[src/design/hrkd_pkg.sv]
`default_nettype none

package hrkd_pkg;

  localparam int NUM_EV   = 13;
  localparam int Q_DEPTH  = 4;

  localparam logic [3:0] KEY_PLAY    = 4'd0;
  localparam logic [3:0] KEY_MUTE    = 4'd1;
  localparam logic [3:0] KEY_NEXT    = 4'd2;
  localparam logic [3:0] KEY_PREV    = 4'd3;
  localparam logic [3:0] KEY_VOLUP   = 4'd4;
  localparam logic [3:0] KEY_VOLDOWN = 4'd5;
  localparam logic [3:0] KEY_C       = 4'd6;
  localparam logic [3:0] KEY_V       = 4'd7;
  localparam logic [3:0] KEY_Y       = 4'd8;
  localparam logic [3:0] KEY_Z       = 4'd9;
  localparam logic [3:0] KEY_LCTRL   = 4'd10;
  localparam logic [3:0] KEY_RCTRL   = 4'd11;

  localparam logic [6:0] KBD_LEN   = 7'd8;
  localparam logic [6:0] MIN_LEN   = 7'd2;
  localparam logic [7:0] CTRL_MASK = 8'h11;

  // entry 0: ctrl, entries 1..6: presses, entries 7..12: releases
  localparam int EV_CTRL  = 0;
  localparam int EV_PRESS = 1;
  localparam int EV_REL   = 7;

  typedef struct packed {
    logic [NUM_EV-1:0]      vld;
    logic [NUM_EV-1:0][3:0] code;
    logic [NUM_EV-1:0]      press;
  } hrkd_job_t;

  // {hit, code}
  function automatic logic [4:0] kbd_map(input logic [7:0] k);
    logic [4:0] r;
    unique case (k)
      8'h06:   r = {1'b1, KEY_C};
      8'h19:   r = {1'b1, KEY_V};
      8'h1C:   r = {1'b1, KEY_Y};
      8'h1D:   r = {1'b1, KEY_Z};
      8'hE0:   r = {1'b1, KEY_LCTRL};
      8'hE4:   r = {1'b1, KEY_RCTRL};
      default: r = 5'd0;
    endcase
    return r;
  endfunction

  function automatic logic [4:0] consumer_map(input logic [15:0] u);
    logic [4:0] r;
    unique case (u)
      16'h00CD: r = {1'b1, KEY_PLAY};
      16'h00E2: r = {1'b1, KEY_MUTE};
      16'h00B5: r = {1'b1, KEY_NEXT};
      16'h00B6: r = {1'b1, KEY_PREV};
      16'h00E9: r = {1'b1, KEY_VOLUP};
      16'h00EA: r = {1'b1, KEY_VOLDOWN};
      default:  r = 5'd0;
    endcase
    return r;
  endfunction

endpackage

`default_nettype wire

[src/design/hid_report_key_transition_diff.sv]
// HID report key transition differ. Each request carries one HID input report
// (length and first eight bytes); eight-byte reports are diffed against the
// previous report as boot keyboard reports (ctrl, then presses in slot order,
// then releases), other lengths of two or more are decoded as consumer usages
// (press then release). Each report yields 0 to 13 transitions; out_last
// marks the final one. Reports that produce no transition emit nothing but
// still replace the stored report. A report is taken every cycle while the
// job queue (Q_DEPTH entries) has room; the output side emits one transition
// per cycle while out_ready does not stall it. A report reaches the output
// through the job queue, the back end's job register and the output register.
`default_nettype none

module hid_report_key_transition_diff #(
  parameter int Q_DEPTH = hrkd_pkg::Q_DEPTH
) (
  input  wire logic       clk,
  input  wire logic       rst_n,
  input  wire logic       in_valid,
  output logic            in_ready,
  input  wire logic [6:0] in_report_len,
  input  wire logic [7:0] in_byte0,
  input  wire logic [7:0] in_byte1,
  input  wire logic [7:0] in_byte2,
  input  wire logic [7:0] in_byte3,
  input  wire logic [7:0] in_byte4,
  input  wire logic [7:0] in_byte5,
  input  wire logic [7:0] in_byte6,
  input  wire logic [7:0] in_byte7,
  output logic            out_valid,
  input  wire logic       out_ready,
  output logic [3:0]      out_key_code,
  output logic            out_pressed,
  output logic            out_last
);
  import hrkd_pkg::*;

  hrkd_job_t push_data, pop_data;
  logic      q_push, q_full, q_pop, q_valid;

  hrkd_front u_front (
    .clk           (clk),
    .rst_n         (rst_n),
    .in_valid      (in_valid),
    .in_ready      (in_ready),
    .in_report_len (in_report_len),
    .in_byte0      (in_byte0),
    .in_byte1      (in_byte1),
    .in_byte2      (in_byte2),
    .in_byte3      (in_byte3),
    .in_byte4      (in_byte4),
    .in_byte5      (in_byte5),
    .in_byte6      (in_byte6),
    .in_byte7      (in_byte7),
    .q_push        (q_push),
    .q_full        (q_full),
    .q_data        (push_data)
  );

  hrkd_queue #(
    .DEPTH (Q_DEPTH)
  ) u_queue (
    .clk    (clk),
    .rst_n  (rst_n),
    .push   (q_push),
    .wdata  (push_data),
    .full   (q_full),
    .pop    (q_pop),
    .rvalid (q_valid),
    .rdata  (pop_data)
  );

  hrkd_back u_back (
    .clk          (clk),
    .rst_n        (rst_n),
    .q_valid      (q_valid),
    .q_data       (pop_data),
    .q_pop        (q_pop),
    .out_valid    (out_valid),
    .out_ready    (out_ready),
    .out_key_code (out_key_code),
    .out_pressed  (out_pressed),
    .out_last     (out_last)
  );

endmodule

`default_nettype wire

[src/design/hrkd_front.sv]
`default_nettype none

module hrkd_front (
  input  wire logic              clk,
  input  wire logic              rst_n,
  input  wire logic              in_valid,
  output logic                   in_ready,
  input  wire logic [6:0]        in_report_len,
  input  wire logic [7:0]        in_byte0,
  input  wire logic [7:0]        in_byte1,
  input  wire logic [7:0]        in_byte2,
  input  wire logic [7:0]        in_byte3,
  input  wire logic [7:0]        in_byte4,
  input  wire logic [7:0]        in_byte5,
  input  wire logic [7:0]        in_byte6,
  input  wire logic [7:0]        in_byte7,
  output logic                   q_push,
  input  wire logic              q_full,
  output hrkd_pkg::hrkd_job_t    q_data
);
  import hrkd_pkg::*;

  logic [3:0] prev_len_r, prev_len_nxt;
  logic [7:0] prev_mod_r;
  logic [7:0] prev_key_r [6];

  logic [7:0] cur_k [6];
  logic [5:0] old_on;
  logic       kbd, cons, acc;
  logic       now_c, prev_c;
  logic [4:0] cmap;
  logic [4:0] km;
  logic       hit;

  assign in_ready = !q_full;
  assign acc      = in_valid && in_ready;
  assign kbd      = (in_report_len == KBD_LEN);
  assign cons     = !kbd && (in_report_len >= MIN_LEN);
  assign cmap     = consumer_map({in_byte1, in_byte0});

  assign cur_k[0] = in_byte2;
  assign cur_k[1] = in_byte3;
  assign cur_k[2] = in_byte4;
  assign cur_k[3] = in_byte5;
  assign cur_k[4] = in_byte6;
  assign cur_k[5] = in_byte7;

  assign now_c  = (in_byte0 & CTRL_MASK) != 8'd0;
  assign prev_c = (prev_len_r == 4'(KBD_LEN)) && ((prev_mod_r & CTRL_MASK) != 8'd0);
  assign prev_len_nxt = (in_report_len > 7'd15) ? 4'd15 : in_report_len[3:0];

  always_comb begin
    for (int j = 0; j < 6; j++) begin
      old_on[j] = prev_len_r > 4'(j + 2);
    end
  end

  always_comb begin
    q_data = '0;
    km     = '0;
    hit    = 1'b0;
    q_data.vld[EV_CTRL]   = kbd && (now_c != prev_c);
    q_data.code[EV_CTRL]  = KEY_LCTRL;
    q_data.press[EV_CTRL] = now_c;
    for (int i = 0; i < 6; i++) begin
      hit = 1'b0;
      for (int j = 0; j < 6; j++) begin
        hit = hit | (old_on[j] && (prev_key_r[j] == cur_k[i]));
      end
      km = kbd_map(cur_k[i]);
      q_data.vld[EV_PRESS+i]   = kbd && (cur_k[i] != 8'd0) && !hit && km[4];
      q_data.code[EV_PRESS+i]  = km[3:0];
      q_data.press[EV_PRESS+i] = 1'b1;
    end
    for (int j = 0; j < 6; j++) begin
      hit = 1'b0;
      for (int i = 0; i < 6; i++) begin
        hit = hit | (cur_k[i] == prev_key_r[j]);
      end
      km = kbd_map(prev_key_r[j]);
      q_data.vld[EV_REL+j]   = kbd && old_on[j] && (prev_key_r[j] != 8'd0) && !hit && km[4];
      q_data.code[EV_REL+j]  = km[3:0];
      q_data.press[EV_REL+j] = 1'b0;
    end
    if (cons) begin
      q_data.vld[EV_PRESS]   = cmap[4];
      q_data.code[EV_PRESS]  = cmap[3:0];
      q_data.vld[EV_REL]     = cmap[4];
      q_data.code[EV_REL]    = cmap[3:0];
    end
  end

  assign q_push = acc && (q_data.vld != '0);

  always_ff @(posedge clk) begin
    if (!rst_n) begin
      prev_len_r <= '0;
      prev_mod_r <= '0;
      for (int j = 0; j < 6; j++) begin
        prev_key_r[j] <= '0;
      end
    end else if (acc) begin
      prev_len_r <= prev_len_nxt;
      prev_mod_r <= in_byte0;
      for (int j = 0; j < 6; j++) begin
        prev_key_r[j] <= cur_k[j];
      end
    end
  end

endmodule

`default_nettype wire

[src/design/hrkd_queue.sv]
`default_nettype none

module hrkd_queue #(
  parameter int DEPTH = hrkd_pkg::Q_DEPTH
) (
  input  wire logic              clk,
  input  wire logic              rst_n,
  input  wire logic              push,
  input  wire hrkd_pkg::hrkd_job_t wdata,
  output logic                   full,
  input  wire logic              pop,
  output logic                   rvalid,
  output hrkd_pkg::hrkd_job_t    rdata
);
  import hrkd_pkg::*;

  localparam int PW = (DEPTH > 1) ? $clog2(DEPTH) : 1;
  localparam int CW = $clog2(DEPTH + 1);

  hrkd_job_t      mem_r [DEPTH];
  logic [PW-1:0]  wptr_r, rptr_r;
  logic [CW-1:0]  cnt_r;
  logic           do_push, do_pop;

  assign full    = (cnt_r == CW'(DEPTH));
  assign rvalid  = (cnt_r != '0);
  assign rdata   = mem_r[rptr_r];
  assign do_push = push && !full;
  assign do_pop  = pop && rvalid;

  always_ff @(posedge clk) begin
    if (do_push) begin
      mem_r[wptr_r] <= wdata;
    end
  end

  always_ff @(posedge clk) begin
    if (!rst_n) begin
      wptr_r <= '0;
      rptr_r <= '0;
      cnt_r  <= '0;
    end else begin
      if (do_push) begin
        wptr_r <= (wptr_r == PW'(DEPTH - 1)) ? '0 : wptr_r + 1'b1;
      end
      if (do_pop) begin
        rptr_r <= (rptr_r == PW'(DEPTH - 1)) ? '0 : rptr_r + 1'b1;
      end
      if (do_push && !do_pop) begin
        cnt_r <= cnt_r + 1'b1;
      end else if (do_pop && !do_push) begin
        cnt_r <= cnt_r - 1'b1;
      end
    end
  end

endmodule

`default_nettype wire

[src/design/hrkd_back.sv]
`default_nettype none

module hrkd_back (
  input  wire logic              clk,
  input  wire logic              rst_n,
  input  wire logic              q_valid,
  input  wire hrkd_pkg::hrkd_job_t q_data,
  output logic                   q_pop,
  output logic                   out_valid,
  input  wire logic              out_ready,
  output logic [3:0]             out_key_code,
  output logic                   out_pressed,
  output logic                   out_last
);
  import hrkd_pkg::*;

  logic                   job_vld_r;
  logic [NUM_EV-1:0]      mask_r, mask_nxt;
  logic [NUM_EV-1:0][3:0] code_r;
  logic [NUM_EV-1:0]      press_r;
  logic [NUM_EV-1:0]      pick;
  logic [3:0]             sel_code;
  logic                   sel_press;
  logic                   adv, rem_empty;

  logic       out_valid_r;
  logic [3:0] out_code_r;
  logic       out_press_r, out_last_r;

  always_comb begin
    pick      = '0;
    sel_code  = '0;
    sel_press = 1'b0;
    for (int i = NUM_EV - 1; i >= 0; i--) begin
      if (mask_r[i]) begin
        pick      = '0;
        pick[i]   = 1'b1;
        sel_code  = code_r[i];
        sel_press = press_r[i];
      end
    end
  end

  assign mask_nxt  = mask_r & ~pick;
  assign rem_empty = (mask_nxt == '0);
  assign adv       = job_vld_r && (!out_valid_r || out_ready);
  assign q_pop     = q_valid && (!job_vld_r || (adv && rem_empty));

  always_ff @(posedge clk) begin
    if (!rst_n) begin
      job_vld_r <= 1'b0;
      mask_r    <= '0;
    end else if (q_pop) begin
      job_vld_r <= 1'b1;
      mask_r    <= q_data.vld;
    end else if (adv) begin
      job_vld_r <= !rem_empty;
      mask_r    <= mask_nxt;
    end
  end

  always_ff @(posedge clk) begin
    if (q_pop) begin
      code_r  <= q_data.code;
      press_r <= q_data.press;
    end
  end

  always_ff @(posedge clk) begin
    if (!rst_n) begin
      out_valid_r <= 1'b0;
    end else if (adv) begin
      out_valid_r <= 1'b1;
    end else if (out_ready) begin
      out_valid_r <= 1'b0;
    end
  end

  always_ff @(posedge clk) begin
    if (adv) begin
      out_code_r  <= sel_code;
      out_press_r <= sel_press;
      out_last_r  <= rem_empty;
    end
  end

  assign out_valid    = out_valid_r;
  assign out_key_code = out_code_r;
  assign out_pressed  = out_press_r;
  assign out_last     = out_last_r;

endmodule

`default_nettype wire

[config.mk]
export PLATFORM = sky130hd
export DESIGN_NAME = hid_report_key_transition_diff
export DESIGN_NICKNAME = d
export VERILOG_FILES = /design/src/design/hrkd_pkg.sv /design/src/design/hid_report_key_transition_diff.sv /design/src/design/hrkd_front.sv /design/src/design/hrkd_queue.sv /design/src/design/hrkd_back.sv
export SDC_FILE = /design/constraint.sdc
export NUM_CORES = 1
export LEC_CHECK = 0
export BUFFER_PORTS_ARGS = -buffer_cell sky130_fd_sc_hd__buf_4
export CORE_ASPECT_RATIO = 0.75
export CORE_UTILIZATION = 40
export CTS_CLUSTER_DIAMETER = 100
export CTS_CLUSTER_SIZE = 20
export DETAILED_ROUTE_END_ITERATION = 10
export SETUP_SLACK_MARGIN = 0.5
export SYNTH_ARGS = -nofsm -noshare
export SYNTH_HDL_FRONTEND = slang
export SYNTH_HIERARCHICAL = 1
export SYNTH_SLANG_ARGS = --single-unit
[constraint.sdc]
create_clock -name clk -period 9.75 [get_ports clk]
set_input_delay 0.975 -clock clk [delete_from_list [all_inputs] [get_ports clk]]
set_output_delay 0.975 -clock clk [all_outputs]
set_load 0.005 [all_outputs]
==> results of run 1 <==
[flip-flops by register name, indices dropped and copies added (netlist names), named ones only]
register             cells
u_back/code_r           52
u_back/out_valid         1
u_queue/cnt_r            3
u_front/prev_mod_r       2
u_front/prev_key_r      48
u_back/job_vld_r         1
u_front/prev_len_r       4
u_queue/mem_r          312
u_queue/rptr_r           2
u_back/out_last          1
u_queue/wptr_r           2
u_back/out_key_code      4
u_back/out_pressed       1
u_back/press_r          13
u_back/mask_r           13
[through the flow]
| stage | cells | power [mW] |
|---|---|---|
| 3_3_place_gp | 2344 | 2.61 |
| 5_1_grt | 2393 | 3.89 |
| 2_1_floorplan | 1684 | 2.49 |
| 3_5_place_dp | 2344 | 2.61 |
| 6_report | 2396 | 3.76 |
| 4_1_cts | 2393 | 3.78 |
[cell usage in the layout, fill, tap and decap left out, drive strengths merged, types with 33 or more instances in the layout]
cell and n:
a21oi 33, and3 50, buf 94, clkbuf 47, edfxtp 431, inv 34, mux4 78, nand2 79
nand4 60, nor2 64, nor4 47, xnor2 203, xor2 89
[power breakdown]
group	internal, mW	switching [mW]
clock network	0.548	0.637
registers	2.17	0.0998
logic	0.140	0.171
total	2.86	0.908
[layer usage]
metal / track usage (%) / share of wire, % / wire length [µm]
met1: 33.4 / 46 / 29500
met2: 33.4 / 44 / 28200
met3: 4.19 / 8.5 / 5480
met4: 4.52 / 2.0 / 1290
met5: 0 / 0 / 0
[tightest hold or removal path, cell delays in order, from the launching register on]
cell and delay, ns:
dfxtp_1 0.32, nand2_1 0.05, a21boi_0 0.06
[logic make-up (layout without fill, tap and decap cells)]
kind of cell	Yosys count	in the layout
AO/OA/AOI/OAI	174	174
AND/OR/NAND/NOR	441	441
flip-flops	461	461
buffers and inverters	197	175
multiplexers	94	94
adder cells (fa/ha/maj)	9	9
other	2	19
XOR/XNOR	292	292
[final timing paths]
path,to,slack [ns],depth (start not counted)
setup / recovery,u_queue/mem_r[2][54],4.20,11
hold / removal,u_front/prev_mod_r[0],0.47,2
setup reg to reg,u_queue/mem_r[2][54],4.26,11
hold reg to reg,u_front/prev_mod_r[0],0.47,2
[final cells by class]
class                           instances  share of cell area, %
Sequential cell                       461                   55.2
Clock buffer                           47                   3.14
Antenna cell                            3                 0.0306
Multi-Input combinational cell       1026                   34.4
Clock inverter                          2                  0.148
Inverter                               32                  0.489
Timing Repair Buffer                   94                   2.87
Tap cell                              731                   3.73
==> metrics.csv, run 1 <==
metric;value;unit
status;finished, final reports clean;
vias in the first global route;14100;
clock tree root driver cell;clkbuf_16;
XOR/XNOR share of the synthesized area;11.2;%
Worst-Margin Slew;1.21;ns
synth cell count leaders;edfxtp_1, xnor2_1, clkbuf_1, xor2_1, nand2_1;
Crit Path Class;input port to flop;
Slew Limit Headroom;18.5;%
largest cells by area after synthesis;edfxtp_1, xnor2_1, mux4_2;
Num Clock Sinks;461;
Compound-Gate Fraction of Synth Area;5.56;%
drt total wl;64400;µm
largest net degree at the start of global routing;94;
CP startpoint;in_byte7[0];
die area;58100;µm²
Nets;1724;
row cnt;75;
Register Area;13600;µm²
Post-synth ARST share;0;%
postcts setup bufs;0;
Post-synth EDFFs;431;
largest family of logic cells by synthesized area;XOR/XNOR gates;
antenna violations before repair;2;
Fin. Hold Viols;0;
Min Hold Slack;0.471;ns
Multi-input gate area;8440;µm²
critical path's top delay family;simple AND/OR/NAND/NOR gates;
portion of netlist area occupied by mux cells;8.39;%
final worst path period share;57.0;%
Overflow after GRT;0;
synth-to-layout area growth;7.39;%
Clock Tree Buf Depth;3;
WL/cell;26.9;µm
Top FF cell, synth;edfxtp_1;
critical path endpoint category;flop;
top cell type's share of synthesized area;56.6;%
vias;14300;
setup TNS;0;ns
Cell Area, Synth;22900;µm²
global-route wire length before repair;95100;µm
max cap viols;0;
max-slew violations;0;
Worst Hold Class;flop to flop;
maximum vdd drop;0.000135;V
starting density of the core;40.7;%
dpl hpwl;42900;µm
Post-Route Utilization;43.7;%
layout cells sized above 1;14.1;%
slowest stage delay, CP;1.04;ns
Syn. warnings;6;
synth unique cells;79;
reg2reg start;u_front/prev_key_r[5][2];
crit-path max FO;63;
remaining antenna violation count after routing;0;
Clock transition at path regs;0.08;ns
PortBufs;82;
Core Region;56200;µm²
Die Ht;209;µm
WP data arrival;5.77;ns
post-route setup slack;4.20;ns
Ports;83;
startpoint types;input port;
Placer Congestion;0.955;
Final Cell Area;24500;µm²
Layout fillers;4957;
crit path buf inv count;2;
most frequent cell after synthesis;edfxtp_1;
DRC Markers;0;
First DRT Iteration DRCs;1629;
Num CTS Buffers;27;
Post-DP Area;23700;µm²
chip width;278;µm
CTS tree;done;
f_max;180;MHz
HP Start;u_front/prev_mod_r[0];
Yosys top cell by area;edfxtp_1;
adder-cell share of the synthesized area;0.504;%
CP required;9.97;ns
Via-to-Cell Ratio;5.97;
worst-path cell chain;buf_4 -> or3_1 -> o22a_1 -> nor4_2 -> o21ai_1 -> nor4_1 -> nor4_1 -> a31oi_1 -> nor2b_1 -> and2_4 -> buf_4;
H-tree levels;1;
Tmin final;5.55;ns
Yosys reg bits;461;
power density cells;153;nW/µm²
share of the yosys chip area belonging to registers;59.2;%
synthesized instance count;1670;
pre-CTS setup slack;3.57;ns
DRT Pass-1 Iters;5;
GRT Total Usage;22.2;%
slowest CP cell;nor4_1;
Synth Area in Simple Gates;11.0;%
hold buffer count at CTS;0;
syn_area_per_cell;13.7;µm²
worst-skew pair later-pin latency;0.60;ns
clock skew;0.0401;ns
Leak Pwr;7.72;nW
RSZ-0062 raised after global routing;no;
Final setup viols;0;
post-CTS sizing;0;
Power figures use the tool's default switching activity.
==> run 2, diff against run 1 <==
==> constraint.sdc (replaced) <==
create_clock -name clk -period 5.15 [get_ports clk]
set_input_delay 0.515 -clock clk [delete_from_list [all_inputs] [get_ports clk]]
set_output_delay 0.515 -clock clk [all_outputs]
set_load 0.005 [all_outputs]
==> metrics.csv, run 2 (synthesis gave the netlist of run 1 again) <==
metric;value;unit
status;finished, final reports clean;
clock skew;0.0289;ns
f_max;228;MHz
net switching power;1.69;mW
Reg2Reg Depth;15;
commonest non-fill, non-tap cell in the layout;edfxtp_1;
Crit Path Class;flop to flop;
starting density of the core;40.7;%
hold buffer count at CTS;0;
Overflow after GRT;0;
Clock Tree Buf Depth;3;
most frequent cells in the layout;edfxtp_1, xnor2_1, buf_4;
DRT Pass-1 Iters;5;
DRC Markers;0;
CTS tree;done;
Nets;1748;
antenna violations before repair;3;
dpl cells;2365;
Core Region;56200;µm²
row cnt;75;
Largest Register;u_queue/mem_r;
Fin. Hold Viols;0;
Min Hold Slack;0.217;ns
drt total wl;63800;µm
switching part of the total;23.9;%
Worst-Margin Slew;0.954;ns
global-route wire length before repair;93100;µm
Int Power;5.37;mW
max FFs per register;312;
Slew Limit Headroom;35.8;%
RSZ-0062 raised after global routing;no;
setup TNS;0;ns
Multi-input gate area;8450;µm²
Ports;83;
power density cells;285;nW/µm²
Layout fillers;4985;
Post-Route Utilization;44.1;%
largest net degree at the start of global routing;56;
critical path endpoint category;flop;
Die Ht;209;µm
hold path cells;2;
CP required;5.66;ns
biggest registers after layout;u_queue/mem_r (312), u_back/code_r (52), u_front/prev_key_r (48);
Clock power frac;30.9;%
dpl hpwl;43300;µm
vias;14400;
crit-path max FO;9;
maximum vdd drop;0.000323;V
combinational share of power;8.7;%
chip width;278;µm
worst-skew pair later-pin latency;0.59;ns
Final setup viols;0;
die area;58100;µm²
Placer Congestion;0.935;
Clock transition at path regs;0.09;ns
clock tree root driver cell;clkbuf_16;
max cap viols;0;
Tmin final;4.39;ns
Via-to-Cell Ratio;5.97;
H-tree levels;1;
Register Area;13600;µm²
ANT cells;0;
part of the power in registers;60.4;%
remaining antenna violation count after routing;0;
vias in the first global route;13500;
startpoint types;flop;
final worst path period share;85.3;%
Num CTS Buffers;27;
synth-to-layout area growth;8.47;%
GRT Total Usage;21.7;%
First DRT Iteration DRCs;1639;
WL/cell;26.4;µm
Num Clock Sinks;461;
PortBufs;82;
Leak Pwr;7.85;nW
Total Power;7.06;mW
Layout Cells excl Fill;2417;
layout cells sized above 1;15.4;%
Worst Hold Class;input port to flop;
max-slew violations;0;
WP data arrival;4.91;ns
-- run 2: cell types whose count changed in the layout (fill, tap and decap cells not counted), sizes merged --
| cell | change |
|---|---|
| inv | -2 |
| diode | -3 |
| buf | +24 |
| clkinvlp | +1 |
| clkinv | +1 |
-- run 2: final timing paths --
| kind | from | to | slack (ns) |
|---|---|---|---|
| setup / recovery | u_front/prev_key_r[5][3] | u_queue/cnt_r[2] | 0.76 |
| hold / removal | in_report_len[3] | u_front/prev_len_r[3] | 0.22 |
| setup reg to reg | u_front/prev_key_r[5][3] | u_queue/cnt_r[2] | 0.76 |
| hold reg to reg | u_front/prev_mod_r[0] | u_front/prev_mod_r[0] | 0.48 |
-- run 2: worst max-delay path, stage by stage, from the launching register on --
cell and delay (ns):
edfxtp_1 0.63, or3_1 0.43, o32ai_1 0.16, a221oi_1 0.17, or4b_4 0.54, nor4_4 0.33, nor2_1 0.06, nor4bb_1 0.14
a31oi_1 0.31, nor2b_1 0.25, ha_1 0.21, inv_1 0.06, fa_1 0.37, xor2_1 0.18, or3_1 0.31, a21boi_0 0.16
-- run 2: area by class of cell --
type / instances / share of cell area [%]
flip-flops and latches: 461 / 54.7
multi-input cells: 1026 / 34.1
repair buffers: 118 / 3.98
clock buffers: 47 / 3.03
inverters: 32 / 0.484
well taps: 731 / 3.69
clock inverters: 2 / 0.0959
-- run 2: through the flow --
step | area [µm²] | setup slack, ns
2_1_floorplan | 22900 | 0.891
3_3_place_gp | 24000 | 0.800
3_5_place_dp | 24000 | 0.767
4_1_cts | 24800 | 0.730
5_1_grt | 24800 | 0.546
6_report | 24800 | 0.756
-- run 2: what timing repair did --
| action | CTS | global route |
|---|---|---|
| resized for setup | 0 | 1 |
| setup endpoints to repair | 0 | 1 |
| setup buffers | 0 | 3 |
-- run 2: metal layers --
layer	global-route usage [%]	up-vias	wire [µm]
li1	-	6241	-
met1	33.3	7330	29300
met2	31.4	773	27000
met3	4.45	97	6030
met4	5.14	0	1430
met5	0	-	0
-- run 2: power by group through the flow --
stage	Clock [mW]	Combinational, mW	Sequential [mW]
after floorplan	0	0.518	4.20
after global placement	0	0.585	4.34
after detailed placement	0	0.595	4.34
after CTS	2.24	0.598	4.25
after global routing	2.36	0.656	4.26
final	2.18	0.614	4.26
